--- src/rtl/sfd_pkg.sv ---
// ============================================================================
// sfd_pkg
// Shared types, codes and reset values of the stuffed frame decoder/checker.
// ============================================================================
package sfd_pkg;

    localparam int MAX_PAYLOAD_DEF = 4096;
    localparam int LEN_W_DEF       = $clog2(MAX_PAYLOAD_DEF + 1);

    typedef logic [7:0] byte_t;

    // configuration register indexes
    typedef logic [2:0] cfg_index_t;
    localparam cfg_index_t CFG_FLAG_BYTE           = 3'd0;
    localparam cfg_index_t CFG_ESCAPE_BYTE         = 3'd1;
    localparam cfg_index_t CFG_ESCAPED_FLAG_CODE   = 3'd2;
    localparam cfg_index_t CFG_ESCAPED_ESCAPE_CODE = 3'd3;
    localparam cfg_index_t CFG_DATA_CHECK_SEED     = 3'd4;

    // configuration reset values
    localparam byte_t FLAG_BYTE_RST           = 8'h7E;
    localparam byte_t ESCAPE_BYTE_RST         = 8'h7D;
    localparam byte_t ESCAPED_FLAG_CODE_RST   = 8'h5E;
    localparam byte_t ESCAPED_ESCAPE_CODE_RST = 8'h5D;
    localparam byte_t DATA_CHECK_SEED_RST     = 8'hFF;

    typedef struct packed {
        byte_t flag_byte;
        byte_t escape_byte;
        byte_t escaped_flag_code;
        byte_t escaped_escape_code;
        byte_t data_check_seed;
    } cfg_t;

    typedef enum logic {
        KIND_PAYLOAD = 1'b0,
        KIND_STATUS  = 1'b1
    } kind_t;

    typedef enum logic [2:0] {
        ST_OK     = 3'd0,
        ST_HEADER = 3'd1,
        ST_DATA   = 3'd2,
        ST_ESCAPE = 3'd3,
        ST_SHORT  = 3'd4,
        ST_LONG   = 3'd5
    } status_t;

    typedef enum logic [1:0] {
        HDR_ADDRESS = 2'd0,
        HDR_CONTROL = 2'd1,
        HDR_CHECK   = 2'd2,
        HDR_PAYLOAD = 2'd3
    } hdr_pos_t;

endpackage

--- src/rtl/sfd_deframer.sv ---
// ============================================================================
// sfd_deframer
// Per-byte frame state: flag hunt, unstuffing, header capture, one-byte
// payload delay, XOR checks and end-of-frame status.
// ============================================================================
module sfd_deframer #(
    parameter int MAX_PAYLOAD = sfd_pkg::MAX_PAYLOAD_DEF,
    parameter int LEN_W       = sfd_pkg::LEN_W_DEF
) (
    input  logic              clk,
    input  logic              rst_n,
    input  sfd_pkg::cfg_t     cfg,
    input  logic              step,
    input  sfd_pkg::byte_t    rx_byte,
    output logic              res_valid,
    output sfd_pkg::kind_t    res_kind,
    output sfd_pkg::byte_t    res_byte,
    output sfd_pkg::status_t  res_status,
    output logic [LEN_W-1:0]  res_length,
    output logic              res_seq
);

    localparam logic [LEN_W-1:0] MAX_LEN = LEN_W'(MAX_PAYLOAD);

    logic               in_frame_reg, in_frame_next;
    logic               esc_pend_reg, esc_pend_next;
    sfd_pkg::hdr_pos_t  hdr_pos_reg, hdr_pos_next;
    sfd_pkg::byte_t     addr_reg, addr_next;
    sfd_pkg::byte_t     ctrl_reg, ctrl_next;
    sfd_pkg::byte_t     hchk_reg, hchk_next;
    sfd_pkg::byte_t     held_reg, held_next;
    logic               held_valid_reg, held_valid_next;
    sfd_pkg::byte_t     xor_reg, xor_next;
    logic [LEN_W-1:0]   count_reg, count_next;
    logic               esc_err_reg, esc_err_next;
    logic               len_err_reg, len_err_next;
    logic               seq_reg, seq_next;

    logic               close_esc_err;
    sfd_pkg::status_t   close_status;
    sfd_pkg::byte_t     dec;
    logic               take;

    // status at the closing flag, in priority order
    always_comb
    begin
        close_esc_err = esc_err_reg | esc_pend_reg;
        if (close_esc_err)
            close_status = sfd_pkg::ST_ESCAPE;
        else if (!held_valid_reg)
            close_status = sfd_pkg::ST_SHORT;
        else if (len_err_reg)
            close_status = sfd_pkg::ST_LONG;
        else if ((addr_reg ^ ctrl_reg) != hchk_reg)
            close_status = sfd_pkg::ST_HEADER;
        else if (xor_reg != held_reg)
            close_status = sfd_pkg::ST_DATA;
        else
            close_status = sfd_pkg::ST_OK;
    end

    always_comb
    begin
        in_frame_next   = in_frame_reg;
        esc_pend_next   = esc_pend_reg;
        hdr_pos_next    = hdr_pos_reg;
        addr_next       = addr_reg;
        ctrl_next       = ctrl_reg;
        hchk_next       = hchk_reg;
        held_next       = held_reg;
        held_valid_next = held_valid_reg;
        xor_next        = xor_reg;
        count_next      = count_reg;
        esc_err_next    = esc_err_reg;
        len_err_next    = len_err_reg;
        seq_next        = seq_reg;

        res_valid  = 1'b0;
        res_kind   = sfd_pkg::KIND_PAYLOAD;
        res_byte   = '0;
        res_status = sfd_pkg::ST_OK;
        res_length = '0;
        res_seq    = 1'b0;

        dec  = rx_byte;
        take = 1'b0;

        if (step)
        begin
            if (!in_frame_reg)
            begin
                // hunting: only an opening flag matters
                if (rx_byte == cfg.flag_byte)
                begin
                    in_frame_next   = 1'b1;
                    esc_pend_next   = 1'b0;
                    hdr_pos_next    = sfd_pkg::HDR_ADDRESS;
                    addr_next       = '0;
                    ctrl_next       = '0;
                    hchk_next       = '0;
                    held_next       = '0;
                    held_valid_next = 1'b0;
                    xor_next        = cfg.data_check_seed;
                    count_next      = '0;
                    esc_err_next    = 1'b0;
                    len_err_next    = 1'b0;
                end
            end
            else if (rx_byte == cfg.flag_byte)
            begin
                // closing flag, even right after an escape byte
                res_valid     = 1'b1;
                res_kind      = sfd_pkg::KIND_STATUS;
                res_status    = close_status;
                res_length    = count_reg;
                res_seq       = seq_reg;
                esc_err_next  = close_esc_err;
                in_frame_next = 1'b0;
                esc_pend_next = 1'b0;
                if (close_status == sfd_pkg::ST_OK)
                    seq_next = ~seq_reg;
            end
            else if (esc_pend_reg)
            begin
                esc_pend_next = 1'b0;
                take          = 1'b1;
                if (rx_byte == cfg.escaped_flag_code)
                    dec = cfg.flag_byte;
                else if (rx_byte == cfg.escaped_escape_code)
                    dec = cfg.escape_byte;
                else
                    esc_err_next = 1'b1;
            end
            else if (rx_byte == cfg.escape_byte)
            begin
                esc_pend_next = 1'b1;
            end
            else
            begin
                take = 1'b1;
            end

            if (take)
            begin
                case (hdr_pos_reg)
                    sfd_pkg::HDR_ADDRESS:
                    begin
                        addr_next    = dec;
                        hdr_pos_next = sfd_pkg::HDR_CONTROL;
                    end
                    sfd_pkg::HDR_CONTROL:
                    begin
                        ctrl_next    = dec;
                        hdr_pos_next = sfd_pkg::HDR_CHECK;
                    end
                    sfd_pkg::HDR_CHECK:
                    begin
                        hchk_next    = dec;
                        hdr_pos_next = sfd_pkg::HDR_PAYLOAD;
                    end
                    sfd_pkg::HDR_PAYLOAD:
                    begin
                        // previous held byte is payload now that another byte came
                        if (held_valid_reg)
                        begin
                            if (count_reg < MAX_LEN)
                            begin
                                xor_next   = xor_reg ^ held_reg;
                                count_next = count_reg + LEN_W'(1);
                                res_valid  = 1'b1;
                                res_byte   = held_reg;
                            end
                            else
                            begin
                                len_err_next = 1'b1;
                            end
                        end
                        held_next       = dec;
                        held_valid_next = 1'b1;
                    end
                    default: ;
                endcase
            end
        end
    end

    always_ff @(posedge clk or negedge rst_n)
    begin
        if (!rst_n)
        begin
            in_frame_reg   <= 1'b0;
            esc_pend_reg   <= 1'b0;
            hdr_pos_reg    <= sfd_pkg::HDR_ADDRESS;
            addr_reg       <= '0;
            ctrl_reg       <= '0;
            hchk_reg       <= '0;
            held_reg       <= '0;
            held_valid_reg <= 1'b0;
            xor_reg        <= sfd_pkg::DATA_CHECK_SEED_RST;
            count_reg      <= '0;
            esc_err_reg    <= 1'b0;
            len_err_reg    <= 1'b0;
            seq_reg        <= 1'b0;
        end
        else
        begin
            in_frame_reg   <= in_frame_next;
            esc_pend_reg   <= esc_pend_next;
            hdr_pos_reg    <= hdr_pos_next;
            addr_reg       <= addr_next;
            ctrl_reg       <= ctrl_next;
            hchk_reg       <= hchk_next;
            held_reg       <= held_next;
            held_valid_reg <= held_valid_next;
            xor_reg        <= xor_next;
            count_reg      <= count_next;
            esc_err_reg    <= esc_err_next;
            len_err_reg    <= len_err_next;
            seq_reg        <= seq_next;
        end
    end

    // payload count saturates at the limit
    a_count_limit: assert property (@(posedge clk) disable iff (!rst_n)
        count_reg <= MAX_LEN)
        else $error("payload count beyond limit");

    // a status beat always ends the frame
    a_close_ends_frame: assert property (@(posedge clk) disable iff (!rst_n)
        (res_valid && res_kind == sfd_pkg::KIND_STATUS) |=> !in_frame_reg)
        else $error("frame still open after status");

    // a payload beat only comes from a held byte past the header
    a_payload_after_header: assert property (@(posedge clk) disable iff (!rst_n)
        (res_valid && res_kind == sfd_pkg::KIND_PAYLOAD) |->
            (in_frame_reg && held_valid_reg && hdr_pos_reg == sfd_pkg::HDR_PAYLOAD))
        else $error("payload beat outside payload phase");

endmodule

--- config.mk ---
export PLATFORM = sky130hd
export DESIGN_NAME = sfd_deframer
export DESIGN_NICKNAME = d
export VERILOG_FILES = /design/src/rtl/sfd_pkg.sv /design/src/rtl/sfd_deframer.sv
export SDC_FILE = /design/constraint.sdc
export NUM_CORES = 1
export LEC_CHECK = 0
export BUFFER_PORTS_ARGS = -buffer_cell sky130_fd_sc_hd__buf_2
export CORE_ASPECT_RATIO = 0.9
export CORE_MARGIN = 2
export CORE_UTILIZATION = 30
export DETAILED_ROUTE_END_ITERATION = 10
export PLACE_DENSITY = 0.47
export SETUP_SLACK_MARGIN = 0.5
export SYNTH_ARGS = -nofsm -noshare
export SYNTH_HDL_FRONTEND = slang
export SYNTH_SLANG_ARGS = --single-unit
--- constraint.sdc ---
create_clock -name clk -period 3.48 [get_ports clk]
set_input_delay 0 -clock clk [delete_from_list [all_inputs] [get_ports clk]]
set_output_delay 0 -clock clk [all_outputs]
set_load 0.01 [all_outputs]
### Yosys cells after proc, flatten, opt, wreduce, memory -nomap -nowiden

Cells that the tools add are included.
W data, S select, Z words.

* register bits after elaboration: 61
* bits of input ports: 51
* output and inout bits: 27
* word-level logic and storage cells: 128

* add/subtract/negate cells: 1
* magnitude comparators: 1
* equality and inequality tests: 11
* mux-type cells: 91
* bitwise logic cells: 4
* reductions and logical operators: 7

Operator list (count)
* $mux W8: 32
* $mux W13: 9
* $mux W1: 38
* $eq A8 B8 Y1: 4
* $mux W3: 6
* $ne A8 B8 Y1: 2
* $xor A8 B8 Y8: 2
* $add A13 B1 Y13 const B: 1
* $lt A13 B13 Y1 const B: 1
* $mux W2: 5
* $pmux W2 S3: 1
* $reduce_and A5 Y1: 1
* $eq A2 B2 Y1 const B: 2
* $ne A2 B2 Y1 const B: 2
* $reduce_and A4 Y1: 1
* $reduce_bool A2 Y1: 2
* $logic_not A3 Y1: 1
* $eq A2 B1 Y1 const B: 1
* $logic_not A2 Y1: 1
* $reduce_and A2 Y1: 1
* $not A1 Y1: 1
* $or A1 B1 Y1: 1

### Longest topological paths before layout

* word-level depth: 9
* gate-level depth with buffers: 10
* mapped depth without buffers: 7

### Least setup slack after synthesis

No wires, ideal clock.

* path type: register -> register
* from: register count_reg[0]
* to: register count_reg[10]
* arrival time: 1.712 ns
* required time: 3.398 ns
* setup slack: 1.687 ns
* stages on the path, launching flop included: 8
* cell sequence: dfrtp_1 ha_1 and3_1 and3_1 nand3_1 inv_1 or4_1 a31oi_1

* cells in the longest elaborated chain, start to end: 5
* elaborated cells on any way between the ends: 6
* classes of those cells: add/sub: 1; order compare: 1; mux: 4

Ends and longest elaborated chain
* start: declaration: line sfd_deframer.sv:34 `logic [LEN_W-1:0] count_reg, count_next;`
* start signal: assignment: line sfd_deframer.sv:216 `count_reg <= count_next;`
* $add A13 B1 Y13 or $lt A13 B13 Y1 (tied branches): line sfd_deframer.sv:169, sfd_deframer.sv:166
* $mux W13 (*): line sfd_deframer.sv:166 `if (count_reg < MAX_LEN)`
* $mux W13 (*): line sfd_deframer.sv:164 `if (held_valid_reg)`
* $mux W13 (*): line sfd_deframer.sv:145 `case (hdr_pos_reg)`
* $mux W13 (*): line sfd_deframer.sv:143 `if (take)`

Mark *: on every way between the ends. The rest lies on a longest branch, timed or not.
A chain may end at the register's enable or synchronous reset.

### Final worst setup path

* from: register esc_pend_reg
* to: output port res_valid

* cells in the longest elaborated chain, start to end: 6

Ends and longest elaborated chain
* start: declaration: line sfd_deframer.sv:26 `logic esc_pend_reg, esc_pend_next;`
* start signal: assignment: line sfd_deframer.sv:208 `esc_pend_reg <= esc_pend_next;`
* $mux W1: line sfd_deframer.sv:123 `else if (esc_pend_reg)`
* $mux W1: line sfd_deframer.sv:109 `else if (rx_byte == cfg.flag_byte)`
* $mux W1: line sfd_deframer.sv:90 `if (!in_frame_reg)`
* $mux W1: line sfd_deframer.sv:88 `if (step)`
* $mux W1: line sfd_deframer.sv:143
* $mux W1: line sfd_deframer.sv:88
* end: declaration: line sfd_deframer.sv:15 `output logic res_valid,`

Every way passes these cells. The select of a mux whose other input is x is not followed.

==> key figures <==
Logic synthesis
  • Share of the synthesized area in the top cell type: 0.3301
  • Synth Register Bits: 61
  • Cell area after synthesis: 0.004018 mm2
  • Post-synth EDFFs: 0
  • Post-synth top area cell: dfrtp_1
  • Net Count, Synth: 480
  • Netlist cell types: 53
  • Synth warnings: 0
  • Post-synth top flop: dfrtp_1
  • Asr flop ratio synth: 1.000
  • Synth Instances: 421
  • Seq/Total Area, Yosys: 0.3824
  • Synth top area cells: dfrtp_1, xnor2_1, mux2i_1
  • Mean Syn Cell Area: 9.543 um2

Die
  • Row cnt: 40
  • Number of top-level pins: 78
  • Full die area: 0.01434 mm2
  • Core ar.: 0.01321 mm2
  • Height of the die: 113.8 um
  • Die X: 126.0 um
  • Starting Density: 0.3041

STA
  • Tcrit/Tclk final: 0.7014
  • Count of final max-slew check failures: 0
  • Max_slew headroom: 0.3664
  • Setup violators final: 0
  • Final-report hold violation count: 0
  • Slew of the pin with the lowest slew margin: 0.9469 ns
  • Clock skew: 0.007029 ns
  • Min Tclk post-route: 2.441 ns
  • RSZ-0062 raised after global routing: no
  • Maximum clock frequency: 409.7 MHz
  • Setup TNS: 0 ns

Final layout
  • Number of flip-flops in the largest register: 13
  • Final cell count without fillers: 672
  • Layout cells sized above 1: 0.2421
  • Most frequent cells in the layout: buf_2, dfrtp_1, nand2_1
  • Total Nets Final: 558
  • # diodes: 0
  • Layout area overhead: 21.30%
  • Commonest non-fill, non-tap cell in the layout: buf_2

Run status
  • Status: complete, no violations

Setup path
  • Critical Path End Type: primary output
  • CP max stage cell: nor4_4
  • Delay-heaviest family, CP: simple AND/OR/NAND/NOR gates
  • Crit path kind: reg2out
  • Critical Path RT: 3.48 ns
  • CP Cell Sequence: nor4_4, nor2_4, or2_2, buf_2
  • Worst path buffer plus inverter count: 1
  • CP Launch Type: flop
  • CP max FO: 25
  • Max stage delay on crit path: 0.86 ns
  • CP arrival: 2.44 ns

Routing
  • Via count: 3,291
  • DR iter-0 viols: 171
  • WL met1: 5.119 mm
  • Drt total wl: 10.17 mm
  • Vias/cell: 4.897
  • Met2 routed WL: 4.421 mm
  • Detailed-route wire length per cell: 15.13 um
  • DR pass1 iterations: 4
  • DR WL met3: 468 um
  • Remaining DRCs: 0
  • Routed Antenna Nets: 0
  • Highest Signal Layer: met4

Place
  • PortBufs: 77
  • Post-DP HPWL: 7.574 mm
  • Final weighted congestion in routability-driven placement: 0.8180
  • Placed Instances: 646

Clocking
  • Clock slew at reported path FFs: 0.06 ns
  • CTS H-tree depth: 3
  • CTS tree: built
  • Clk_lat worst skew: 0.33 ns
  • CTS max path bufs: 2
  • CTS root buffer: clkbuf_16
  • Clk sinks: 61
  • CTS Buf Count: 9
  • Post-CTS Setup Bufs: 0

Global route
  • First-pass GRT wire length: 16.98 mm
  • Initial antenna violation count: 0
  • Largest net degree at the start of global routing: 34
  • Total track usage: 0.1474
  • Aggregate global routing overflow: 0
  • Vias in the first global route: 3,361

Pwr
  • Pint: 1.920 mW
  • Part of the power in the clock network: 0.286
  • Comb pwr share: 0.287
  • Peak supply drop: 0.0002356 V
  • Net Sw Frac: 0.3429
  • Pwr dens: 599.6 mW/mm2
  • Sequential group share of total power: 0.427
  • P_leak: 2.279 nW
  • Sw power: 1.002 mW

Worst hold path
  • Worst hold path type: in2reg

Job
  • MaxCap Viol Count: 0
-- what timing repair did --
item | 4_1_cts | 5_1_grt
hold endpoints to repair | 33 | 0
resized for setup | 0 | 0
hold buffers | 10 | 0
-- metrics by stage --
stage / setup slack, ns / cell area (um2) / power [mW] / utilization / hold WS [ns]
floorplan: 1.687 / 4018 / 1.865 / - / -0.2956
global placement: 1.198 / 4492 / 2.071 / 0.3400 / 0.1459
detailed placement: 1.168 / 4492 / 2.096 / 0.3400 / 0.1380
CTS: 1.015 / 4873 / 2.961 / 0.3688 / 0.2048
global route: 0.8347 / 4873 / 3.143 / 0.3688 / 0.2397
finish: 1.039 / 4873 / 2.922 / 0.3688 / 0.2152
-- power groups by stage --
stage / logic [mW] / registers [mW] / clock network, mW
after floorplan: 0.665 / 1.20 / 0
after global placement: 0.818 / 1.25 / 0
after detailed placement: 0.838 / 1.26 / 0
after CTS: 0.855 / 1.25 / 0.859
after global routing: 0.962 / 1.29 / 0.892
final: 0.839 / 1.25 / 0.836
-- layer usage --
metal | GRT usage | vias up
met1 | 0.2077 | 1553
met2 | 0.2254 | 81
met4 | 0.04908 | 0
li1 | - | 1644
met5 | 0 | -
met3 | 0.03236 | 13
-- cell families (layout without fill, tap and decap cells) --
| logic type | count (synthesis) | after routing | share of synthesized area |
|---|---|---|---|
| simple gates | 159 | 159 | 0.2118 |
| flops | 61 | 61 | 0.3824 |
| compound gates | 67 | 67 | 0.1149 |
| fa+ha+maj | 8 | 8 | 0.02492 |
| buf+inv | 30 | 113 | 0.04204 |
| mux | 35 | 35 | 0.08720 |
| xor+xnor | 61 | 61 | 0.1367 |
-- worst paths after layout --
check / start / end / slack (ns) / cells after the start
min in group asynchronous: rst_n / held_reg[2] / 0.30 / 2
max in group asynchronous: rst_n / hdr_pos_reg[1] / 2.30 / 3
max reg2reg: esc_pend_reg / len_err_reg / 1.18 / 4
min: rx_byte[1] / ctrl_reg[1] / 0.22 / 3
min reg2reg: seq_reg / seq_reg / 0.48 / 1
max: esc_pend_reg / res_valid / 1.04 / 4
-- final cells by class --
type | instances | area, um2
clock buffer | 9 | 225.2
sequential | 61 | 1536
clock inverter | 7 | 56.30
multi-input combinational | 330 | 2312
fill | 1375 | 8339
timing repair buffer | 89 | 500.5
inverter | 8 | 32.53
tap | 168 | 210.2
-- synthesized netlist by cell type (8+ instances only) --
cell and n:
a2111oi_0 8, a211oi_1 13, and2_1 23, buf_2 9
dfrtp_1 53, dfstp_2 8, ha_1 8, mux2i_1 35
nand2_1 51, nand3_1 10, nand4_1 10, nor2_1 17
nor3_1 15, o21ai_0 15, o21ai_1 8, xnor2_1 43
xor2_1 16
-- worst register-to-register path: stages (launching register included) --
cell	delay [ns]
dfrtp_1	0.46
nor4_4	0.86
nor3_4	0.13
and2_1	0.40
a32o_1	0.34
Note: power is estimated with default switching activity, not from simulation.
